$ cat src/rtl/lzsd_pkg.sv
// Shared types and constants for the LZSS stream decompressor.
package lzsd_pkg;

   localparam int WINDOW_DEPTH   = 4096;
   localparam int WIN_ADDR_W     = $clog2(WINDOW_DEPTH);
   localparam int TOKENS_PER_FLAG = 8;
   localparam int CMDQ_DEPTH     = 4;
   localparam int CMDQ_PTR_W     = $clog2(CMDQ_DEPTH);
   localparam int CMDQ_CNT_W     = CMDQ_PTR_W + 1;
   localparam int MAX_RESULTS    = 31;
   localparam int LEN_BIAS_W     = 5;
   localparam int OUT_SIZE_W     = 29;
   localparam int CSR_DATA_W     = 29;
   localparam int CSR_INDEX_W    = 1;
   localparam int MATCH_LEN_W    = 5;
   localparam int DIST_W         = 12;

   localparam logic [LEN_BIAS_W-1:0] LEN_BIAS_RESET = 5'd2;
   localparam logic [LEN_BIAS_W-1:0] LEN_BIAS_LO    = 5'd1;
   localparam logic [LEN_BIAS_W-1:0] LEN_BIAS_HI    = 5'd16;

   // configuration register indexes
   localparam logic [CSR_INDEX_W-1:0] CSR_LEN_BIAS    = 1'd0;
   localparam logic [CSR_INDEX_W-1:0] CSR_OUTPUT_SIZE = 1'd1;

   // result status codes
   localparam logic [1:0] ST_DATA      = 2'd0;
   localparam logic [1:0] ST_MALFORMED = 2'd1;
   localparam logic [1:0] ST_EXHAUSTED = 2'd2;

   typedef struct packed {
      logic [7:0] in_byte;
      logic       in_last;
   } req_payload_type;

   typedef struct packed {
      logic [7:0] out_byte;
      logic [1:0] out_status;
      logic       out_last;
   } rsp_payload_type;

   typedef enum logic [1:0] {
      CMD_NOP,
      CMD_LIT,
      CMD_MATCH
   } cmd_kind_type;

   typedef struct packed {
      cmd_kind_type           kind;
      logic                   last;
      logic [7:0]             data;
      logic [MATCH_LEN_W-1:0] len;
      logic [DIST_W-1:0]      distance;
   } cmd_type;

   typedef enum logic [1:0] {
      PH_FLAG,
      PH_TOKEN,
      PH_SECOND
   } phase_type;

   typedef enum logic [1:0] {
      BK_IDLE,
      BK_READ,
      BK_WRITE,
      BK_EXHAUST
   } back_state_type;

endpackage

$ cat src/rtl/lzsd_cmdq.sv
// Small command queue between the parser and the copy engine.
module lzsd_cmdq (
   input  logic               clock,
   input  logic               reset,
   input  logic               push,
   input  lzsd_pkg::cmd_type  push_cmd,
   input  logic               pop,
   output logic               full,
   output logic               head_valid,
   output lzsd_pkg::cmd_type  head_cmd
);

   lzsd_pkg::cmd_type                  entry_ff [lzsd_pkg::CMDQ_DEPTH];
   logic [lzsd_pkg::CMDQ_PTR_W-1:0]    wr_ptr_ff, wr_ptr_in;
   logic [lzsd_pkg::CMDQ_PTR_W-1:0]    rd_ptr_ff, rd_ptr_in;
   logic [lzsd_pkg::CMDQ_CNT_W-1:0]    count_ff, count_in;
   logic                               do_push, do_pop;

   assign full       = (count_ff == lzsd_pkg::CMDQ_CNT_W'(lzsd_pkg::CMDQ_DEPTH));
   assign head_valid = (count_ff != '0);
   assign head_cmd   = entry_ff[rd_ptr_ff];
   assign do_push    = push && !full;
   assign do_pop     = pop && head_valid;

   always_comb begin
      wr_ptr_in = do_push ? wr_ptr_ff + 1'b1 : wr_ptr_ff;
      rd_ptr_in = do_pop ? rd_ptr_ff + 1'b1 : rd_ptr_ff;
      count_in  = count_ff;
      if (do_push && !do_pop) begin
         count_in = count_ff + 1'b1;
      end else if (do_pop && !do_push) begin
         count_in = count_ff - 1'b1;
      end
   end

   always_ff @(posedge clock) begin
      if (reset) begin
         wr_ptr_ff <= '0;
         rd_ptr_ff <= '0;
         count_ff  <= '0;
      end else begin
         wr_ptr_ff <= wr_ptr_in;
         rd_ptr_ff <= rd_ptr_in;
         count_ff  <= count_in;
      end
   end

   always_ff @(posedge clock) begin
      if (do_push) begin
         entry_ff[wr_ptr_ff] <= push_cmd;
      end
   end

endmodule

$ cat config.mk
export PLATFORM = sky130hd
export DESIGN_NAME = lzsd_cmdq
export DESIGN_NICKNAME = d
export VERILOG_FILES = /design/src/rtl/lzsd_pkg.sv /design/src/rtl/lzsd_cmdq.sv
export SDC_FILE = /design/constraint.sdc
export NUM_CORES = 1
export LEC_CHECK = 0
export ABC_CLOCK_PERIOD_IN_PS = 2200
export BUFFER_PORTS_ARGS = -buffer_cell sky130_fd_sc_hd__clkbuf_2
export CELL_PAD_IN_SITES_DETAIL_PLACEMENT = 0
export CELL_PAD_IN_SITES_GLOBAL_PLACEMENT = 1
export CORE_AREA = 2 2 163 101
export DETAILED_ROUTE_END_ITERATION = 10
export DIE_AREA = 0 0 165 103
export GPL_TIMING_DRIVEN = 0
export PLACE_DENSITY = 0.61
export SYNTH_ARGS = -nofsm -noshare
export SYNTH_HDL_FRONTEND = slang
export SYNTH_SLANG_ARGS = --single-unit
$ cat constraint.sdc
create_clock -name clock -period 2.2 [get_ports clock]
set_clock_uncertainty 0.1 [all_clocks]
set_input_delay 0.55 -clock clock [delete_from_list [all_inputs] [get_ports clock]]
set_output_delay 0.55 -clock clock [all_outputs]
set_load 0.01 [all_outputs]
==> flow_summary.json, run 1 <==
{
  "status": "complete, but fails checks",
  "violations": "setup timing",
  "fill_cells": 1454,
  "synth_top_area_cell": "edfxtp_1",
  "power_mw": 7.28,
  "gr-usage-met1": 0.148,
  "yosys-top-cells-area": "edfxtp_1 (74%), mux4_2 (9.9%), mux4_1 (4.6%), dfxtp_1 (4.0%), ha_1 (1.4%)",
  "critPathKind": "reg2out",
  "layout-drive-gt1-share": 0.483,
  "clock-sinks": 121,
  "ios": 62,
  "setup_ws_ns": -0.169,
  "drv_cap": 0,
  "drtIter0Drc": 139,
  "clock-root-buffer": "clkbuf_16",
  "cts_buffer_depth": 2,
  "htreeDepth": 4,
  "numPortBuffers": 60,
  "use_met2": 0.163,
  "synth_most_common_cell": "edfxtp_1",
  "placed_area_mm2": 0.00513,
  "cts_inserted_buffers": 17,
  "min_from": "push_cmd[2]",
  "wire_per_inst_um": 17.6,
  "cp_data_required_time_ns": 1.55,
  "synth_edf_count": 112,
  "holdWs_ns": 0.273,
  "routed_wl_um": 8830,
  "fmax_mhz": 422,
  "num_rows": 36,
  "antenna_cells": 0,
  "clock_latency_ns": 0.40,
  "min_period_ns": 2.37,
  "layout.nets": 319,
  "drc": 0,
  "finalSetupViolCount": 28,
  "firstDrtPassIters": 5,
  "clk_pin_slew_worst_paths_ns": 0.06,
  "grt_pass1_wl_um": 13300,
  "period_share": 1.08,
  "final.setup.tns_ns": -3.30,
  "p_per_area_mw_per_mm2": 1250,
  "post_drt_via_cell_ratio": 4.33,
  "grt_pass1_vias": 2343,
  "synth_async_sr_flop_share": 0,
  "cts_hold_buf": 0,
  "synth_warnings": 0,
  "whs_endpoint": "entry_ff[3][2]",
  "ir_worst_vdd_v": 0.000388,
  "place_hpwl_um": 5110,
  "tightest_slew_ns": 0.818,
  "ys_seq_area_frac": 0.777,
  "slew_viol_final": 0,
  "ys_ff_latch": 121,
  "ant_nets": 0,
  "gp_congestion": 0.638,
  "synth_nets": 232,
  "synth_area_mm2": 0.00456,
  "start_kind": "flip-flop",
  "pre_cts_ws_ns": -0.261,
  "num_vias": 2169,
  "top_usage_layer": "met2",
  "grtUsageTotal": 0.112,
  "hp-class": "in2reg",
  "synthTopCellsByCount": "edfxtp_1 (112), mux4_2 (20), dfxtp_1 (9)",
  "reg2regPathDepth": 7,
  "arrival_ns": 1.72,
  "critPathMaxFanout": 7,
  "grt_max_degree": 29,
  "slew_headroom": 0.454,
  "die_x_um": 165,
  "r2r-end": "count_ff[2]",
  "antenna_found_initial": 0,
  "synthToLayoutAreaGrowth_pct": 27.9,
  "worstReg2RegStart": "count_ff[0]",
  "r2r_slack_ns": 0.12,
  "leakage_nw": 2.01,
  "core_area_mm2": 0.0157,
  "rsz0062_at_grt": "yes",
  "min_delay_path_depth": 1,
  "hold_viol_final": 0,
  "cts_tree": "built",
  "synth_top_cell_area_share": 0.738,
  "synth_cells": 194,
  "synth.avg_cell_area_um2": 23.5,
  "die_y_um": 103,
  "dieArea_mm2": 0.0170,
  "grt_util_met3": 0.0535,
  "post_synth_num_cell_types": 22,
  "synthFlopType": "edfxtp_1",
  "start_util": 0.290,
  "end_kind": "output pin",
  "overflow": 0,
  "fin_area_mm2": 0.00583
}
-- area by class of cell --
class                      count  area (um^2)  share of cell area
sequential                   121         3550               0.609
clock buffer                  18          429              0.0736
tap                          209          262              0.0448
timing repair buffer          68          405              0.0695
clock inverter                12          134              0.0230
inverter                       4         15.0             0.00257
buffer                         7         86.3              0.0148
multi-input combinational     62          947               0.162
-- flip-flops by register name (all words and copies together), names as in the netlist, named ones only --
name       cells
wr_ptr_ff      2
rd_ptr_ff      2
entry_ff     112
count_ff       3
-- cell families after synthesis --
logic type / count (synthesis) / synth area share
buf+inv: 11 / 0.0187
fa+ha+maj: 6 / 0.0181
simple gates: 16 / 0.0200
mux: 30 / 0.149
compound gates: 6 / 0.00906
xor+xnor: 4 / 0.00768
flops: 121 / 0.777
-- where the power goes --
part / internal, mW / switching [mW] / total (mW)
Combinational: 0.935 / 0.812 / 1.75
Clock: 1.74 / 0.899 / 2.64
Sequential: 2.79 / 0.107 / 2.90
Total: 5.47 / 1.82 / 7.28
-- critical path, cell delays in order (launching register included) --
cell and delay [ns]:
dfxtp_4 0.36, buf_12 0.14, clkbuf_16 0.16, mux4_2 0.51
clkbuf_2 0.15
-- worst max-delay path by stage --
stage / startpoint / endpoint / slack [ns]
global placement: push / entry_ff[1][0] / -0.70
finish: flip-flop / head_cmd[9] / -0.17
floorplan: push / count_ff[2] / 0.01
global route: flip-flop / head_cmd[8] / -0.22
detailed placement: push / count_ff[2] / -0.26
CTS: flip-flop / head_cmd[17] / -0.23
-- per-stage QoR --
| step | util | std cells |
|---|---|---|
| 2_1_floorplan | - | 194 |
| 3_3_place_gp | 0.326 | 463 |
| 3_5_place_dp | 0.326 | 463 |
| 4_1_cts | 0.366 | 498 |
| 5_1_grt | 0.371 | 501 |
| 6_report | 0.371 | 501 |
-- what timing repair did --
item                                    CTS  global route
resized for setup                        19            15
setup buffers                             4             3
pin swaps                                 0             4
cloned                                    1             2
endpoints found under the setup margin  141            49
endpoints found under the hold margin     0             0
-- layer usage --
layer	up-vias	share of wire
met5	-	0
met1	1124	0.47
li1	981	-
met3	8	0.069
met2	56	0.46
met4	0	0.0060
-- layout by cell type, fill, tap and decap left out, drive strengths merged, types with 3 or more instances in the layout --
cell type	n
and2	4
buf	15
bufinv	3
clkbuf	78
clkinv	7
dfxtp	9
edfxtp	112
ha	5
inv	4
mux4	28
nor2	6
or3	3
xor2	4
No activity file was read; power rests on OpenSTA's default activity.
==> run 2: changes to the inputs <==
--- a/config.mk
+++ b/config.mk
@@ -13,7 +13,7 @@
 export DETAILED_ROUTE_END_ITERATION = 10
 export DIE_AREA = 0 0 165 103
 export GPL_TIMING_DRIVEN = 0
-export PLACE_DENSITY = 0.61
+export PLACE_DENSITY = 0.49
 export SYNTH_ARGS = -nofsm -noshare
 export SYNTH_HDL_FRONTEND = slang
 export SYNTH_SLANG_ARGS = --single-unit
==> run 2 against run 1 <==
  * The run still ends with setup timing left
  * First-iteration DRC count shrank 17%
  * Register-to-register slack hardly changed
  * Global-route usage barely moved
  * Combinational power decreased by 2%
  * Final area stayed put
  * Count of clock-buffer cells in the layout down 1
  * Largest power group unchanged
  * Highest routed layer unchanged
==> flow_summary.json, run 2 (synthesis gave the netlist of run 1 again) <==
{
  "grt_pass1_wl_um": 13300,
  "die_y_um": 103,
  "final_common_cell": "edfxtp_1",
  "grt_max_degree": 29,
  "clk_pin_slew_worst_paths_ns": 0.06,
  "numPortBuffers": 60,
  "rsz0062_at_grt": "yes",
  "leakage_nw": 2.04,
  "min_period_ns": 2.36,
  "cpPeakStageDelay_ns": 0.51,
  "largest_reg_flops": 112,
  "clock-sinks": 121,
  "antenna_found_initial": 0,
  "crit_chain": "buf_12, clkbuf_16, mux4_2, clkbuf_2",
  "whs_endpoint": "entry_ff[1][8]",
  "drc": 0,
  "ir_worst_vdd_v": 0.000469,
  "status": "complete, but fails checks",
  "clock-root-buffer": "clkbuf_16",
  "layout-drive-gt1-share": 0.486,
  "cts_tree": "built",
  "slew_viol_final": 0,
  "largest_register": "entry_ff",
  "cts_buffer_depth": 2,
  "dieArea_mm2": 0.0170,
  "core_area_mm2": 0.0157,
  "drtIter0Drc": 115,
  "fin_area_mm2": 0.00583,
  "cts_inserted_buffers": 17,
  "end_kind": "output pin",
  "firstDrtPassIters": 4,
  "r2r-end": "count_ff[2]",
  "ant_nets": 0,
  "slowest_stage": "mux4_2",
  "hold_viol_final": 0,
  "placed_area_mm2": 0.00513,
  "die_x_um": 165,
  "reg2regPathDepth": 8,
  "critPathKind": "reg2out",
  "setup_ws_ns": -0.158,
  "violations": "setup timing",
  "slew_headroom": 0.446,
  "routed_wl_um": 8860,
  "drv_cap": 0,
  "start_kind": "flip-flop",
  "start_util": 0.290,
  "p_per_area_mw_per_mm2": 1260,
  "min_from": "push_cmd[8]",
  "arrival_ns": 1.71,
  "ios": 62,
  "largest_registers": "entry_ff (112), count_ff (3)",
  "htreeDepth": 4,
  "tightest_slew_ns": 0.831,
  "antenna_cells": 0,
  "critPathMaxFanout": 9,
  "grt_pass1_vias": 2242,
  "clock_latency_ns": 0.40,
  "cp_data_required_time_ns": 1.55,
  "num_vias": 2130,
  "r2r_slack_ns": 0.12,
  "min_delay_path_depth": 1,
  "worstReg2RegStart": "count_ff[2]",
  "fmax_mhz": 424,
  "fill_cells": 1483,
  "synthToLayoutAreaGrowth_pct": 27.9,
  "power_mw": 7.32,
  "overflow": 0,
  "grtUsageTotal": 0.112,
  "wire_per_inst_um": 17.6,
  "gp_congestion": 0.610,
  "place_hpwl_um": 5110,
  "cts_hold_buf": 0,
  "layout_common_cells": "edfxtp_1 (112), clkbuf_2 (59), mux4_2 (26), clkbuf_16 (18), buf_4 (10)",
  "hp-class": "in2reg",
  "finalSetupViolCount": 28,
  "period_share": 1.07,
  "post_drt_via_cell_ratio": 4.23,
  "layout.nets": 320,
  "num_rows": 36
}
## run 2: cell count changes in the layout (fill, tap and decap cells not counted), sizes merged
cell,delta
clkinvlp,-1
clkinv,+3
## run 2: per-layer routing
metal  part of all wire  GRT usage  up-vias  wire length [um]
li1                   -          -      986                 -
met1               0.49      0.151     1085              4330
met2               0.45      0.163       52              3960
met3              0.055     0.0398        7               487
met4             0.0089     0.0502        0                79
met5                  0          0        -                 0
## run 2: layout make-up
| cell class | count | area [um^2] | area share |
|---|---|---|---|
| clock buffer | 17 | 425 | 0.0729 |
| multi-input combinational | 62 | 932 | 0.160 |
| sequential | 121 | 3550 | 0.608 |
| inverter | 4 | 15.0 | 0.00257 |
| timing repair buffer | 69 | 405 | 0.0695 |
| buffer | 7 | 86.3 | 0.0148 |
| tap | 209 | 262 | 0.0448 |
| clock inverter | 14 | 158 | 0.0270 |
## run 2: worst max path at each step
stage                      end  slack, ns
5_1_grt           head_cmd[23]      -0.22
6_report           head_cmd[3]      -0.16
3_3_place_gp   entry_ff[2][20]      -0.71
2_1_floorplan      count_ff[2]       0.01
3_5_place_dp       count_ff[2]      -0.27
4_1_cts           head_cmd[12]      -0.22
## run 2: where the power goes
| part | switching (mW) | internal [mW] |
|---|---|---|
| Sequential | 0.100 | 2.79 |
| Combinational | 0.800 | 0.912 |
| Clock | 0.966 | 1.76 |
| Total | 1.87 | 5.46 |
## run 2: timing repair
item                       in CTS  in global routing
resized for setup              16                  5
cloned                          1                  1
setup endpoints to repair     141                 29
pin swaps                       0                  2
setup buffers                   5                  2
## run 2: per-stage QoR
stage	std cells	utilization	hold slack, ns	setup WS (ns)	TNS, ns
3_5_place_dp	463	0.326	0.411	-0.266	-12.95
5_1_grt	503	0.371	0.265	-0.221	-5.00
6_report	503	0.371	0.274	-0.158	-3.33
2_1_floorplan	194	-	0.382	0.0125	0
4_1_cts	500	0.367	0.257	-0.215	-4.41
3_3_place_gp	463	0.326	0.416	-0.712	-75.16
## run 2: worst max-delay path, delay by kind of cell, from the launching register on
family	cells	cell delay [ns]
multiplexers	1	0.51
buffers and inverters	3	0.46
flip-flops	1	0.34
