`config.mk`:
```
export PLATFORM = sky130hd
export DESIGN_NAME = lzsd_front
export DESIGN_NICKNAME = d
export VERILOG_FILES = /design/src/rtl/lzsd_pkg.sv /design/src/rtl/lzsd_front.sv
export SDC_FILE = /design/constraint.sdc
export NUM_CORES = 1
export LEC_CHECK = 0
export BUFFER_PORTS_ARGS = -buffer_cell sky130_fd_sc_hd__buf_4
export CORE_MARGIN = 10
export CORE_UTILIZATION = 46
export DETAILED_ROUTE_END_ITERATION = 7
export PLACE_DENSITY = 0.76
export SLEW_MARGIN = 20
export SYNTH_ARGS = -nofsm -noshare
export SYNTH_HDL_FRONTEND = slang
export SYNTH_SLANG_ARGS = --single-unit
export TNS_END_PERCENT = 10
```
`constraint.sdc`:
```
create_clock -name clock -period 1.5 [get_ports clock]
set_input_delay 0.15 -clock clock [delete_from_list [all_inputs] [get_ports clock]]
set_output_delay 0.15 -clock clock [all_outputs]
set_load 0.03 [all_outputs]
```
`src/rtl/lzsd_pkg.sv`:
```
// Shared types and constants for the LZSS stream decompressor.
package lzsd_pkg;

   localparam int WINDOW_DEPTH   = 4096;
   localparam int WIN_ADDR_W     = $clog2(WINDOW_DEPTH);
   localparam int TOKENS_PER_FLAG = 8;
   localparam int CMDQ_DEPTH     = 4;
   localparam int CMDQ_PTR_W     = $clog2(CMDQ_DEPTH);
   localparam int CMDQ_CNT_W     = CMDQ_PTR_W + 1;
   localparam int MAX_RESULTS    = 31;
   localparam int LEN_BIAS_W     = 5;
   localparam int OUT_SIZE_W     = 29;
   localparam int CSR_DATA_W     = 29;
   localparam int CSR_INDEX_W    = 1;
   localparam int MATCH_LEN_W    = 5;
   localparam int DIST_W         = 12;

   localparam logic [LEN_BIAS_W-1:0] LEN_BIAS_RESET = 5'd2;
   localparam logic [LEN_BIAS_W-1:0] LEN_BIAS_LO    = 5'd1;
   localparam logic [LEN_BIAS_W-1:0] LEN_BIAS_HI    = 5'd16;

   // configuration register indexes
   localparam logic [CSR_INDEX_W-1:0] CSR_LEN_BIAS    = 1'd0;
   localparam logic [CSR_INDEX_W-1:0] CSR_OUTPUT_SIZE = 1'd1;

   // result status codes
   localparam logic [1:0] ST_DATA      = 2'd0;
   localparam logic [1:0] ST_MALFORMED = 2'd1;
   localparam logic [1:0] ST_EXHAUSTED = 2'd2;

   typedef struct packed {
      logic [7:0] in_byte;
      logic       in_last;
   } req_payload_type;

   typedef struct packed {
      logic [7:0] out_byte;
      logic [1:0] out_status;
      logic       out_last;
   } rsp_payload_type;

   typedef enum logic [1:0] {
      CMD_NOP,
      CMD_LIT,
      CMD_MATCH
   } cmd_kind_type;

   typedef struct packed {
      cmd_kind_type           kind;
      logic                   last;
      logic [7:0]             data;
      logic [MATCH_LEN_W-1:0] len;
      logic [DIST_W-1:0]      distance;
   } cmd_type;

   typedef enum logic [1:0] {
      PH_FLAG,
      PH_TOKEN,
      PH_SECOND
   } phase_type;

   typedef enum logic [1:0] {
      BK_IDLE,
      BK_READ,
      BK_WRITE,
      BK_EXHAUST
   } back_state_type;

endpackage

```
`src/rtl/lzsd_front.sv`:
```
// Token parser: turns compressed bytes into literal/match/no-op commands.
module lzsd_front (
   input  logic                               clock,
   input  logic                               reset,
   input  logic                               req_valid,
   input  lzsd_pkg::req_payload_type          req_payload,
   input  logic [lzsd_pkg::LEN_BIAS_W-1:0]    len_bias,
   input  logic                               q_full,
   output logic                               cmd_push,
   output lzsd_pkg::cmd_type                  cmd
);

   lzsd_pkg::phase_type phase_ff, phase_in;
   logic [7:0]          flag_ff, flag_in;
   logic [3:0]          tok_idx_ff, tok_idx_in;
   logic [7:0]          first_ff, first_in;

   logic [lzsd_pkg::LEN_BIAS_W-1:0] mm_clamped;
   logic [3:0]                      tok_next;
   logic                            group_done;

   assign cmd_push = req_valid && !q_full;
   assign tok_next = tok_idx_ff + 4'd1;
   assign group_done = (tok_next >= 4'(lzsd_pkg::TOKENS_PER_FLAG));

   always_comb begin
      if (len_bias < lzsd_pkg::LEN_BIAS_LO) begin
         mm_clamped = lzsd_pkg::LEN_BIAS_LO;
      end else if (len_bias > lzsd_pkg::LEN_BIAS_HI) begin
         mm_clamped = lzsd_pkg::LEN_BIAS_HI;
      end else begin
         mm_clamped = len_bias;
      end
   end

   always_comb begin
      phase_in   = phase_ff;
      flag_in    = flag_ff;
      tok_idx_in = tok_idx_ff;
      first_in   = first_ff;
      cmd.kind   = lzsd_pkg::CMD_NOP;
      cmd.last   = req_payload.in_last;
      cmd.data   = req_payload.in_byte;
      cmd.len    = {1'b0, first_ff[3:0]} + mm_clamped;
      cmd.distance = {req_payload.in_byte, first_ff[7:4]};
      case (phase_ff)
         lzsd_pkg::PH_FLAG: begin
            flag_in    = req_payload.in_byte;
            tok_idx_in = 4'd0;
            phase_in   = lzsd_pkg::PH_TOKEN;
         end
         lzsd_pkg::PH_TOKEN: begin
            if (flag_ff[0]) begin
               cmd.kind   = lzsd_pkg::CMD_LIT;
               flag_in    = flag_ff >> 1;
               tok_idx_in = group_done ? 4'(lzsd_pkg::TOKENS_PER_FLAG) : tok_next;
               phase_in   = group_done ? lzsd_pkg::PH_FLAG : lzsd_pkg::PH_TOKEN;
            end else begin
               first_in = req_payload.in_byte;
               phase_in = lzsd_pkg::PH_SECOND;
            end
         end
         lzsd_pkg::PH_SECOND: begin
            cmd.kind   = lzsd_pkg::CMD_MATCH;
            flag_in    = flag_ff >> 1;
            tok_idx_in = group_done ? 4'(lzsd_pkg::TOKENS_PER_FLAG) : tok_next;
            phase_in   = group_done ? lzsd_pkg::PH_FLAG : lzsd_pkg::PH_TOKEN;
         end
         default: begin
            phase_in = lzsd_pkg::PH_FLAG;
         end
      endcase
      // end of compressed input always rearms the parser
      if (req_payload.in_last) begin
         phase_in   = lzsd_pkg::PH_FLAG;
         flag_in    = 8'd0;
         tok_idx_in = 4'(lzsd_pkg::TOKENS_PER_FLAG);
         first_in   = 8'd0;
      end
   end

   always_ff @(posedge clock) begin
      if (reset) begin
         phase_ff   <= lzsd_pkg::PH_FLAG;
         flag_ff    <= 8'd0;
         tok_idx_ff <= 4'(lzsd_pkg::TOKENS_PER_FLAG);
         first_ff   <= 8'd0;
      end else if (cmd_push) begin
         phase_ff   <= phase_in;
         flag_ff    <= flag_in;
         tok_idx_ff <= tok_idx_in;
         first_ff   <= first_in;
      end
   end

endmodule

```
==> results of run 1 <==
-- cell families (layout without fill, tap and decap cells) --
kind of cell | after synthesis | in the layout
flip-flops | 22 | 22
XOR/XNOR | 4 | 4
adder cells (fa/ha/maj) | 11 | 11
multiplexers | 2 | 2
buffers and inverters | 39 | 76
AO/OA/AOI/OAI | 48 | 48
AND/OR/NAND/NOR | 53 | 53
-- layer usage --
metal,vias to the layer above,global-route usage,routed length [um]
li1,683,-,-
met1,675,0.1511,1690
met2,43,0.2396,2268
met3,4,0.02995,233
met4,0,0.02688,33
met5,-,0,0
-- flip-flops by register name, summed over array words and instances, names as in the netlist --
register / flops
phase_ff: 2
first_ff: 8
tok_idx_ff: 4
flag_ff: 8
-- placed cells by master (no fill, tap or decap), types with 2 or more instances in the layout --
| master | n |
|---|---|
| a22oi_1 | 9 |
| nor2_1 | 14 |
| nand2b_1 | 2 |
| nand4_1 | 2 |
| inv_2 | 3 |
| dfxtp_2 | 4 |
| ha_1 | 6 |
| a21oi_1 | 5 |
| a21o_1 | 5 |
| buf_6 | 6 |
| inv_1 | 5 |
| clkbuf_4 | 3 |
| nor2_2 | 2 |
| buf_4 | 55 |
| clkinv_2 | 2 |
| and3_1 | 2 |
| ha_4 | 3 |
| nor2b_1 | 3 |
| xnor2_1 | 2 |
| o2bb2ai_1 | 6 |
| dfxtp_1 | 18 |
| o21ai_0 | 8 |
| nand2_1 | 15 |
| a21oi_2 | 6 |
-- path summary, 6_finish.rpt --
| check | from | endpoint | slack, ns | cells after the start |
|---|---|---|---|---|
| worst max-delay path | len_bias[1] | cmd[14] | -0.40 | 11 |
| worst max register to register | phase_ff[0]$_SDFFE_PP0P_ | first_ff[4]$_SDFFE_PP0P_ | -0.17 | 6 |
| worst min-delay path | req_payload[1] | first_ff[0]$_SDFFE_PP0P_ | 0.12 | 3 |
| worst min register to register | flag_ff[7]$_SDFFE_PP0P_ | flag_ff[7]$_SDFFE_PP0P_ | 0.49 | 2 |
-- what timing repair did --
item	in CTS	in global routing
gates resized for setup	21	17
buffers inserted	0	1
pin swaps	11	9
endpoints found under the setup margin	27	27
hold buffers	0	0
-- per-stage QoR --
stage	util	std cells	area [um2]
final	0.6548	260	2048
after CTS	0.6292	259	1968
after global placement	0.5912	255	1849
after global routing	0.6548	260	2048
after detailed placement	0.5912	255	1849
after floorplan	-	179	1551
-- worst max-delay path: cells and delay by family --
family | cells | cell delay, ns
XOR/XNOR | 1 | 0.14
adder cells (fa/ha/maj) | 2 | 0.50
buffers and inverters | 5 | 0.55
AND/OR/NAND/NOR | 3 | 0.40
-- report_power, final --
part	internal (mW)	total [mW]	switching, mW	leakage (nW)
Combinational	0.153	0.360	0.206	0.659
Clock	0.148	0.327	0.179	0.0210
Sequential	0.595	0.605	0.00962	0.180
Total	0.896	1.29	0.395	0.860
-- cell type report --
type,instances,area share
clock buffers,4,0.01772
inverters,11,0.02260
multi-input cells,118,0.4808
flip-flops and latches,22,0.2175
well taps,44,0.02688
repair buffers,61,0.2346
==> flow_summary.json, run 1 <==
{
  "status": "finished with violations",
  "violations": "negative setup slack",
  "post-route-min-period_ns": 1.898,
  "grt_start_max_net_pins": 25,
  "clock_latency_ns": 0.30,
  "finClkSkew_ns": 0.002935,
  "timing_worst_slew_pin_value_ns": 0.4748,
  "tritoncts.num_buffers": 3,
  "yosysMostFrequentCell": "dfxtp_1",
  "async_flop_share": 0,
  "synth_nets": 208,
  "ys_types": 44,
  "synthXorXnorAreaFrac": 0.02273,
  "drt_iter0_markers": 79,
  "synth_area_leader_cell": "dfxtp_1",
  "critPathKind": "primary input to output port",
  "max_stage_delay_ns": 0.33,
  "area_growth_pct": 32.87,
  "gp_congestion": 0.8113,
  "hp-class": "primary input to flop",
  "netlist_top_cells_count": "dfxtp_1 (22), buf_4 (21), nor2_1 (16)",
  "worstSetupEndpointType": "output port",
  "grt_antenna_before_repair": 0,
  "power_mw": 1.292,
  "dp_hpwl_um": 3109,
  "grt_overflow": 0,
  "wl_per_cell_um": 16.25,
  "synth_mux_area_frac": 0.01380,
  "nets": 246,
  "htreeDepth": 1,
  "initial_core_util": 0.4928,
  "cts_tree": "yes",
  "finalCritPeriodShare": 1.265,
  "io_pins": 47,
  "numPortBuffers": 46,
  "synth_area_leaders": "dfxtp_1 (29%), buf_4 (10%), ha_1 (8.1%), a22oi_1 (4.4%), nor2_1 (3.9%)",
  "regArea_um2": 445.4,
  "drt-pass1-iter-count": 4,
  "synth_compound_area_frac": 0.2240,
  "maxCapViolations": 0,
  "synth_top_family_by_area": "compound AO/OA/AOI/OAI gates",
  "grt_pass1_wl_um": 6748,
  "start_kind": "primary input",
  "rsz0062_at_grt": "yes",
  "synth_top_flop_cell": "dfxtp_1",
  "yosys.area.top_type_share": 0.2857,
  "layout-drive-gt1-share": 0.4769,
  "synth_edf_count": 0,
  "syn_inst": 179,
  "worstPathRequired_ns": 1.35,
  "maxSlewHeadroom": 0.6831,
  "cp_max_fo": 2,
  "p_leak_nw": 0.8603,
  "clock_path_buffers": 2,
  "slowest_stage": "fa_2",
  "core_area_mm2": 0.003128,
  "drv_slew": 0,
  "die_x_um": 77.89,
  "holdWs_ns": 0.1201,
  "timing.fmax_ghz": 0.5268,
  "ir_worst_vdd_v": 0.0004732,
  "die-area_mm2": 0.006067,
  "setup_ws_ns": -0.3981,
  "pre_cts_slack_ns": -0.4631,
  "viasPerCell": 5.404,
  "syn_avg_cell_area_um2": 8.612,
  "diodes": 0,
  "fillers": 260,
  "postRouteWirelength_um": 4225,
  "syn_area_mm2": 0.001541,
  "fp-row-count": 20,
  "ys_seq_area_frac": 0.2857,
  "synth_seq_cells": 22,
  "yosys.area_share.simple": 0.1972,
  "cts.sinks": 22,
  "yosys_warnings": 0,
  "ctsRootBufferMaster": "clkbuf_4",
  "cp.arrival_ns": 1.75,
  "clk_pin_slew_ns": 0.12,
  "powerDensity_mw_per_mm2": 630.7,
  "synthAdderAreaFrac": 0.09416,
  "die_y_um": 77.89,
  "path_cells": "buf_4 > nor3_2 > nor2_1 > nor2_2 > ha_4 > inv_2 > fa_2 > buf_4 > buf_6 > xnor2_4 > buf_6",
  "final-setup-viol-count": 18,
  "num_vias": 1405,
  "grt_pass1_vias": 1380,
  "multi_input_area_um2": 984.7,
  "ant_nets": 0,
  "setup_tns_ns": -2.810,
  "finalHoldViolCount": 0,
  "track_usage": 0.1310,
  "drc": 0
}
Note: power is estimated with default switching activity, not from simulation.
==> run 2, diff against run 1 <==
==> constraint.sdc (replaced) <==
create_clock -name clock -period 1.5 [get_ports clock]
set_input_delay 0.15 -clock clock [delete_from_list [all_inputs] [get_ports clock]]
set_output_delay 0.15 -clock clock [all_outputs]
set_load 0.02 [all_outputs]
==> flow_summary.json, run 2 (same netlist as run 1, synthesis figures left out) <==
{
  "status": "finished with violations",
  "violations": "negative setup slack",
  "drt-pass1-iter-count": 4,
  "htreeDepth": 1,
  "power_mw": 1.271,
  "layout_common_cells": "buf_4 (56), dfxtp_1 (18), nand2_1 (15)",
  "die-area_mm2": 0.006067,
  "die_y_um": 77.89,
  "drc": 0,
  "cts_tree": "yes",
  "finalCritPeriodShare": 1.248,
  "track_usage": 0.1324,
  "post-route-min-period_ns": 1.872,
  "critPathKind": "flop to output port",
  "numPortBuffers": 46,
  "postRouteWirelength_um": 4243,
  "timing_worst_slew_pin_value_ns": 0.4610,
  "initial_core_util": 0.4928,
  "grt_antenna_before_repair": 0,
  "layout-drive-gt1-share": 0.4744,
  "num_vias": 1402,
  "whs_path_depth": 3,
  "core_area_mm2": 0.003128,
  "worstSetupEndpointType": "output port",
  "start_kind": "flop",
  "gp_congestion": 0.8114,
  "drt_iter0_markers": 86,
  "maxCapViolations": 0,
  "final_common_cell": "buf_4",
  "p_leak_nw": 0.8658,
  "io_pins": 47,
  "powerDensity_mw_per_mm2": 621.1,
  "hold_end": "first_ff[0]$_SDFFE_PP0P_",
  "dp_hpwl_um": 3045,
  "ir_worst_vdd_v": 0.0003606,
  "tritoncts.num_buffers": 3,
  "wl_per_cell_um": 16.38,
  "clock_latency_ns": 0.31,
  "clock_path_buffers": 2,
  "grt_overflow": 0,
  "post_cts_buffers": 0,
  "ctsRootBufferMaster": "clkbuf_4",
  "utilization": 0.6544,
  "hp-class": "primary input to flop",
  "final-setup-viol-count": 18,
  "nets": 245,
  "cp_max_fo": 2,
  "grt_start_max_net_pins": 25,
  "finalHoldViolCount": 0,
  "min-delay-start": "req_payload[1]",
  "cp.arrival_ns": 1.72,
  "clk_pin_slew_ns": 0.13,
  "maxSlewHeadroom": 0.6924,
  "finClkSkew_ns": 0.007098,
  "ctsHoldBuffers": 0,
  "worstPathRequired_ns": 1.35,
  "timing.fmax_ghz": 0.5343,
  "grt_pass1_wl_um": 6775,
  "die_x_um": 77.89,
  "ant_nets": 0,
  "r2r_start": "phase_ff[0]$_SDFFE_PP0P_",
  "grt_pass1_vias": 1386,
  "rrSetupSlack_ns": -0.14,
  "top_regs": "first_ff (8), flag_ff (8), tok_idx_ff (4)",
  "setup_ws_ns": -0.3717,
  "drv_slew": 0,
  "fp-row-count": 20,
  "diodes": 0,
  "viasPerCell": 5.413,
  "rr_worst_depth": 6,
  "cts.sinks": 22,
  "r2r-end": "first_ff[3]$_SDFFE_PP0P_",
  "rsz0062_at_grt": "yes",
  "area_growth_pct": 32.79
}
## run 2: changes by cell type in the layout (fill, tap and decap cells not counted), moves of 2 or more
cell / before / now
a21oi_1: 5 / 8
buf_6: 6 / 4
a21oi_2: 6 / 3
nor2_1: 14 / 12
## run 2: per-stage QoR
| stage | hold slack, ns | setup TNS [ns] | setup slack, ns | cell area [um2] | cells |
|---|---|---|---|---|---|
| 3_5_place_dp | 0.4438 | -3.376 | -0.3984 | 1849 | 255 |
| 2_1_floorplan | 0.2857 | -0.6548 | -0.1541 | 1551 | 179 |
| 5_1_grt | 0.09975 | -4.435 | -0.4726 | 2047 | 259 |
| 3_3_place_gp | 0.4315 | -2.000 | -0.3096 | 1849 | 255 |
| 6_report | 0.1183 | -2.409 | -0.3717 | 2047 | 259 |
| 4_1_cts | 0.1152 | -2.283 | -0.4182 | 1967 | 259 |
## run 2: power by group
group | switching (mW) | internal, mW
sequential | 0.00985 | 0.595
clock | 0.181 | 0.148
combinational | 0.184 | 0.154
total | 0.375 | 0.897
## run 2: worst max-delay path by stage
stage	from	slack, ns	to	depth (start not counted)
2_1_floorplan	len_bias[1]	-0.15	cmd[16]	10
3_3_place_gp	len_bias[1]	-0.31	cmd[16]	12
3_5_place_dp	len_bias[1]	-0.40	cmd[16]	12
4_1_cts	first_ff[0]$_SDFFE_PP0P_	-0.42	cmd[16]	8
5_1_grt	first_ff[0]$_SDFFE_PP0P_	-0.47	cmd[16]	8
6_report	first_ff[0]$_SDFFE_PP0P_	-0.37	cmd[16]	8
## run 2: repair_timing
action                                  CTS  global route
endpoints found under the setup margin   27            27
hold endpoints to repair                  0             0
pin swaps                                12            12
resized for setup                        22            16
## run 2: layout make-up
class                      count  area, um2
timing repair buffer          60      465.4
fill                         248       1081
sequential                    22      445.4
tap                           44      55.05
multi-input combinational    118       1001
inverter                      11      43.79
clock buffer                   4      36.28
## run 2: worst max-delay path, cell delays in order (launching register included)
cell and delay, ns:
dfxtp_2 0.38, ha_4 0.14, inv_2 0.03, fa_2 0.32, inv_1 0.06, a21o_1 0.13
a21oi_2 0.07, xnor2_2 0.12, buf_4 0.15
## run 2: per-layer routing
metal  GRT usage  wire length (um)  part of all wire
met5           0                 0                 0
met4     0.04301                38            0.0090
met3     0.02765               224             0.053
met2      0.2305              2240              0.53
met1      0.1579              1740              0.41
